**config.mk**
```make
export PLATFORM = sky130hd
export DESIGN_NAME = tli_lerp
export DESIGN_NICKNAME = d
export VERILOG_FILES = /design/src/rtl/tli_pkg.sv /design/src/rtl/tli_lerp.sv
export SDC_FILE = /design/constraint.sdc
export NUM_CORES = 2
export LEC_CHECK = 0
export BUFFER_PORTS_ARGS = -buffer_cell sky130_fd_sc_hd__buf_2
export CAP_MARGIN = 20
export CORE_ASPECT_RATIO = 1.25
export CORE_UTILIZATION = 61
export DETAILED_ROUTE_END_ITERATION = 16
export GPL_TIMING_DRIVEN = 0
export HOLD_SLACK_MARGIN = 0.12
export PLACE_DENSITY = 0.82
export SYNTH_ARGS = -nofsm -noshare
export SYNTH_HDL_FRONTEND = slang
export SYNTH_SLANG_ARGS = --single-unit
export TNS_END_PERCENT = 10
```
**constraint.sdc**
```tcl
create_clock -name clk_i -period 14.8 [get_ports clk_i]
set_input_delay 3.7 -clock clk_i [delete_from_list [all_inputs] [get_ports clk_i]]
set_output_delay 3.7 -clock clk_i [all_outputs]
set_load 0.005 [all_outputs]
```
**src/rtl/tli_pkg.sv**
```systemverilog
package tli_pkg;

  localparam int unsigned TableDepth = 1024;
  localparam int unsigned IdxW       = $clog2(TableDepth);
  localparam int unsigned CountW     = 11;
  localparam int unsigned DataW      = 32;
  localparam int unsigned FracBits   = 16;
  localparam int unsigned DiffW      = DataW + 1;
  localparam int unsigned StepW      = $clog2(FracBits + 1);

  localparam logic OpWrite = 1'b0;
  localparam logic OpQuery = 1'b1;

  typedef struct packed {
    logic signed [DataW-1:0] radius;
    logic signed [DataW-1:0] value;
    logic signed [DataW-1:0] slope;
  } entry_t;

  typedef struct packed {
    logic             start;
    logic [DiffW-1:0] num;
    logic [DiffW-1:0] den;
  } div_req_t;

  typedef struct packed {
    logic                done;
    logic [FracBits-1:0] quot;
  } div_rsp_t;

endpackage

```
**src/rtl/tli_lerp.sv**
```systemverilog
module tli_lerp (
  input  logic                              clk_i,
  input  logic                              load_i,
  input  logic signed [tli_pkg::DataW-1:0]  a_i,
  input  logic signed [tli_pkg::DataW-1:0]  b_i,
  input  logic [tli_pkg::FracBits-1:0]      t_i,
  output logic signed [tli_pkg::DataW-1:0]  res_o
);

  localparam int unsigned ProdW = tli_pkg::DiffW + tli_pkg::FracBits;
  localparam int unsigned SumW  = tli_pkg::DataW + 2;

  logic signed [tli_pkg::DiffW-1:0] d;
  logic [tli_pkg::DiffW-1:0]        mag;
  logic [ProdW-1:0]                 p_q;
  logic                             neg_q;
  logic signed [tli_pkg::DataW-1:0] a_q;
  logic [ProdW:0]                   rnd;
  logic signed [SumW-1:0]           m, s;

  assign d   = {b_i[tli_pkg::DataW-1], b_i} - {a_i[tli_pkg::DataW-1], a_i};
  assign mag = d[tli_pkg::DiffW-1] ? tli_pkg::DiffW'(-d) : tli_pkg::DiffW'(d);

  always_ff @(posedge clk_i) begin
    if (load_i) begin
      p_q   <= ProdW'(mag * t_i);
      neg_q <= d[tli_pkg::DiffW-1];
      a_q   <= a_i;
    end
  end

  always_comb begin
    if (neg_q) begin
      rnd = {1'b0, p_q} + (ProdW+1)'((1 << tli_pkg::FracBits) - 1);
      m   = -$signed(SumW'(rnd >> tli_pkg::FracBits));
    end else begin
      rnd = {1'b0, p_q};
      m   = $signed(SumW'(rnd >> tli_pkg::FracBits));
    end
    s = {{2{a_q[tli_pkg::DataW-1]}}, a_q} + m;
    if (s > $signed({2'b00, 1'b0, {(tli_pkg::DataW-1){1'b1}}})) begin
      res_o = {1'b0, {(tli_pkg::DataW-1){1'b1}}};
    end else if (s < $signed({2'b11, 1'b1, {(tli_pkg::DataW-1){1'b0}}})) begin
      res_o = {1'b1, {(tli_pkg::DataW-1){1'b0}}};
    end else begin
      res_o = s[tli_pkg::DataW-1:0];
    end
  end

endmodule
```
-- After elaboration in Yosys (flattened, before gate mapping)
Index checks and enable logic that the tools add are counted.
- register bits after elaboration: 82
- bits of input ports: 82
- output and inout bits: 32
- logic and storage cells: 15
- $add $sub $neg: 5
- multipliers: 1
- $lt $le $gt $ge: 2
- mux-type cells: 4
- operator list (operator ; number):
    32-bit 2-to-1 mux ; 2
    49-bit by 16-bit adder with 50-bit output (second input constant) ; 1
    33-bit by 16-bit multiplier with 49-bit output ; 1
    34-bit adder ; 1
    34-bit by 32-bit > comparator with 1-bit output (second input constant) ; 1
    34-bit by 32-bit < comparator with 1-bit output (second input constant) ; 1
    34-bit 2-to-1 mux ; 1
    34-bit negator ; 1
    33-bit 2-to-1 mux ; 1
    33-bit negator ; 1
    32-bit by 32-bit subtractor with 33-bit output ; 1

-- Longest topological paths before layout
- word-level depth: 7
- mapped depth: 41
- mapped depth without buffers: 39

-- Worst setup path after synthesis
Ideal clock, no wire load.
- path type: input to register
- start: input port b_i[0] (netlist bit)
- end: register p_q[45] (data pin)
- library setup time: 0.262 ns
- arrival time: 12.764 ns
- data required time: 14.538 ns
- path slack: 1.774 ns
- cell stages on the path: 39
- buffers on the path: 2
- cells stage by stage: inv_1 ha_1 fa_1 nand2b_1 a211oi_2 o22a_1 o31a_2 o211ai_1 a21oi_1 nand2b_1 a22oi_1 inv_1 clkbuf_1 and2_1 xnor2_1 clkbuf_1 nand2_1 fa_1 (+3 left out) fa_1 inv_1 fa_1 inv_1 fa_1 inv_1 fa_1 ha_1 and3_1 and3_1 a221o_1 o31a_1 o211ai_1 a2111oi_0 o2111a_1 o311ai_0 a21oi_1 xor2_1
- word-level cells in the longest chain between the ends: 4
- ends and longest elaborated chain (element ; RTL line ; text):
    start: declaration ; tli_lerp.sv:5 ; input logic signed [tli_pkg::DataW-1:0] b_i,
    32-bit by 32-bit subtractor with 33-bit output * ; tli_lerp.sv:21 ; assign d = {b_i[tli_pkg::DataW-1], b_i} - {a_i[tli_pkg::DataW-1], a_i};
    33-bit negator ; tli_lerp.sv:22 ; assign mag = d[tli_pkg::DiffW-1] ? tli_pkg::DiffW'(-d) : tli_pkg::DiffW'(d);
    33-bit 2-to-1 mux * ; tli_lerp.sv:22 ;
    33-bit by 16-bit multiplier with 49-bit output * ; tli_lerp.sv:26 ; p_q <= ProdW'(mag * t_i);
    end signal: assignment ; tli_lerp.sv:26 ;
    end: declaration ; tli_lerp.sv:15 ; logic [ProdW-1:0] p_q;
Every way passes the cells marked *; elsewhere a longest branch is shown, timed or not.
A chain may end at the register's enable or synchronous reset.

-- Worst setup path after layout
- start: input port a_i[0] (netlist bit)
- end: register p_q[43] (data pin)
- word-level cells in the longest chain between the ends: 4
- ends and longest elaborated chain (element ; RTL line ; text):
    start: declaration ; tli_lerp.sv:4 ; input logic signed [tli_pkg::DataW-1:0] a_i,
    32-bit by 32-bit subtractor with 33-bit output * ; tli_lerp.sv:21 ;
    33-bit negator ; tli_lerp.sv:22 ;
    33-bit 2-to-1 mux * ; tli_lerp.sv:22 ;
    33-bit by 16-bit multiplier with 49-bit output * ; tli_lerp.sv:26 ;
Marked as above.

==> metrics <==
outcome=finished clean; distinct cell type count after synthesis=81; initial DRC count=1861; first-pass GRT wire length=113.1 mm; slowest stage cell, crit path=xor2_1; first drt pass iteration count=6; Core Box Area=40120 µm²; Max Freq=67.99 MHz; Worst-Margin Slew=1.077 ns; syn nets=3552; filler instances=3246; largest net degree at the start of global routing=55; top cell type by total area after synthesis=fa_1; Commonest cells post-synth=inv_1, fa_1, nand2_1; max-cap violation count=0; grt total ovfl=0; Post-synth top flop=edfxtp_1; Hold Crit Class=in2reg; max incr delay on CP=0.69 ns; Seq/Total Area, Yosys=9.934%; Placed Area=26090 µm²; Hold Fails Final Rpt=0; Fin Hold WS=3.528 ns; min Tclk post-route=14.71 ns; Slew Viols, Final=0; GRT Total Usage=35.77%; required time of the worst setup path=14.91 ns; Post-synth ARST share=0%; port bufs=113; Worst Setup End Kind=flop; RSZ-0062 raised after global routing=true; fin cells=3534; Crit path top cell by count=fa_1; CTS buffer count=9; Final Cycle Share=99.37%; post-synth top area share=35.05%; wire per inst=20.40 µm; Critical Setup Path Class=in2reg; initial antenna violation count=0; Die Height=227.4 µm; share of cells above drive strength 1=6.330%; Ports=114; row cnt=82; Post-Syn Instances=2848; CTS sink count=82; gp weighted congestion=1.017; CP Data Arrival Time=14.82 ns; Mapped Area=24790 µm²; antenna-violating nets left=0; largest cells by area after synthesis=fa_1, edfxtp_1, ha_1, inv_1, nand2_1; CTS clk-pin slew, worst paths=0.07 ns; cell count after placement=3511; crit start category=primary input; Nets=3685; slew margin rel.=27.56%; CTS tree=built; count leader, synth=inv_1; # setup viols final=0; Worst Path Max Fanout=10; Post-synth EDFFs=82; HPWL after DPL=61.04 mm; Clock Root Buffer=clkbuf_16; Vias/cell=5.958; Die X=182.3 µm; Warnings, synthesis=0; Area Growth Syn to Fin=6.804%; Synth Area per Inst=8.703 µm²; maximum clock path buffer count=2; number of global-route vias before repair=21739; detailed-route via count=21054; die area=41450 µm²; DR DRC count=0; flops & latches, synth=82; Initial Util=61.79%; final wirelength=72.08 mm; final instance area=26470 µm²; H-tree depth=3
-- layout make-up --
class | instances | area [µm²] | share of cell area (%)
clock inverters | 6 | 48.80 | 0.1843
flip-flops and latches | 82 | 2462 | 9.301
clock buffers | 10 | 229.0 | 0.8649
inverters | 524 | 1967 | 7.429
plain buffers | 113 | 447.9 | 1.692
well taps | 546 | 683.2 | 2.580
repair buffers | 122 | 650.6 | 2.458
diodes | 2 | 5.005 | 0.01890
multi-input cells | 2129 | 19980 | 75.47
-- repair_timing --
action                     CTS  global route
buffers inserted             0             3
setup endpoints to repair    6            12
gates resized for setup      3            12
pin swaps                    0             1
hold buffers                 0             0
-- path summary, 6_finish.rpt --
path | startpoint | endpoint | cells past startpoint | slack, ns
hold / removal | a_i[30] | a_q[30]$_DFFE_PP_ | 1 | 3.53
setup / recovery | a_i[0] | p_q[43]$_DFFE_PP_ | 37 | 0.09
-- routing by layer --
metal | GRT usage [%] | vias to the layer above | part of all wire (%)
met5 | 0 | - | 0
met4 | 20.98 | 0 | 6.2
met3 | 4.575 | 248 | 7.8
met2 | 62.76 | 1098 | 49
met1 | 42.32 | 10316 | 37
li1 | - | 9392 | -
-- critical path: cells and delay by family --
| kind | cells | cell delay [ns] |
|---|---|---|
| AOI/OAI and AO/OA | 13 | 3.36 |
| xor gates and xnor gates | 2 | 0.77 |
| adders and majority gates | 9 | 4.00 |
| buffers and inverters | 7 | 1.57 |
| and+or+nand+nor | 6 | 1.40 |
-- through the flow --
stage | TNS (ns) | util [%] | setup WS [ns]
final | 0 | 65.99 | 0.09283
after global routing | -1.181 | 65.98 | -0.2933
after CTS | 0 | 65.77 | 0.05555
after detailed placement | -4.492 | 65.02 | -0.5135
after global placement | -9.031 | 64.90 | -1.036
after floorplan | 0 | - | 1.774
-- layout by cell type, fill, tap and decap left out, drive strengths merged, types with 47 or more instances in the layout --
master  count
nor2       73
ha        188
o21ai      86
edfxtp     82
xor2       47
and2      209
a21o       52
inv       526
a21oi     104
nand2     408
clkbuf    114
xnor2     109
fa        434
buf       131
-- cell families after synthesis --
logic type | count (synthesis) | synth area share (%)
mux | 4 | 0.1666
xor+xnor | 156 | 5.512
fa+ha+maj | 622 | 44.54
buf+inv | 637 | 9.732
simple gates | 907 | 18.18
compound gates | 440 | 11.94
flops | 82 | 9.934
-- flip-flops by register name, summed over array words and instances, names as in the netlist --
name	count
neg_q	1
a_q	32
p_q	49
Power is not shown: default switching activity piles up to over one toggle a cycle in this logic, so the estimate is an artifact.
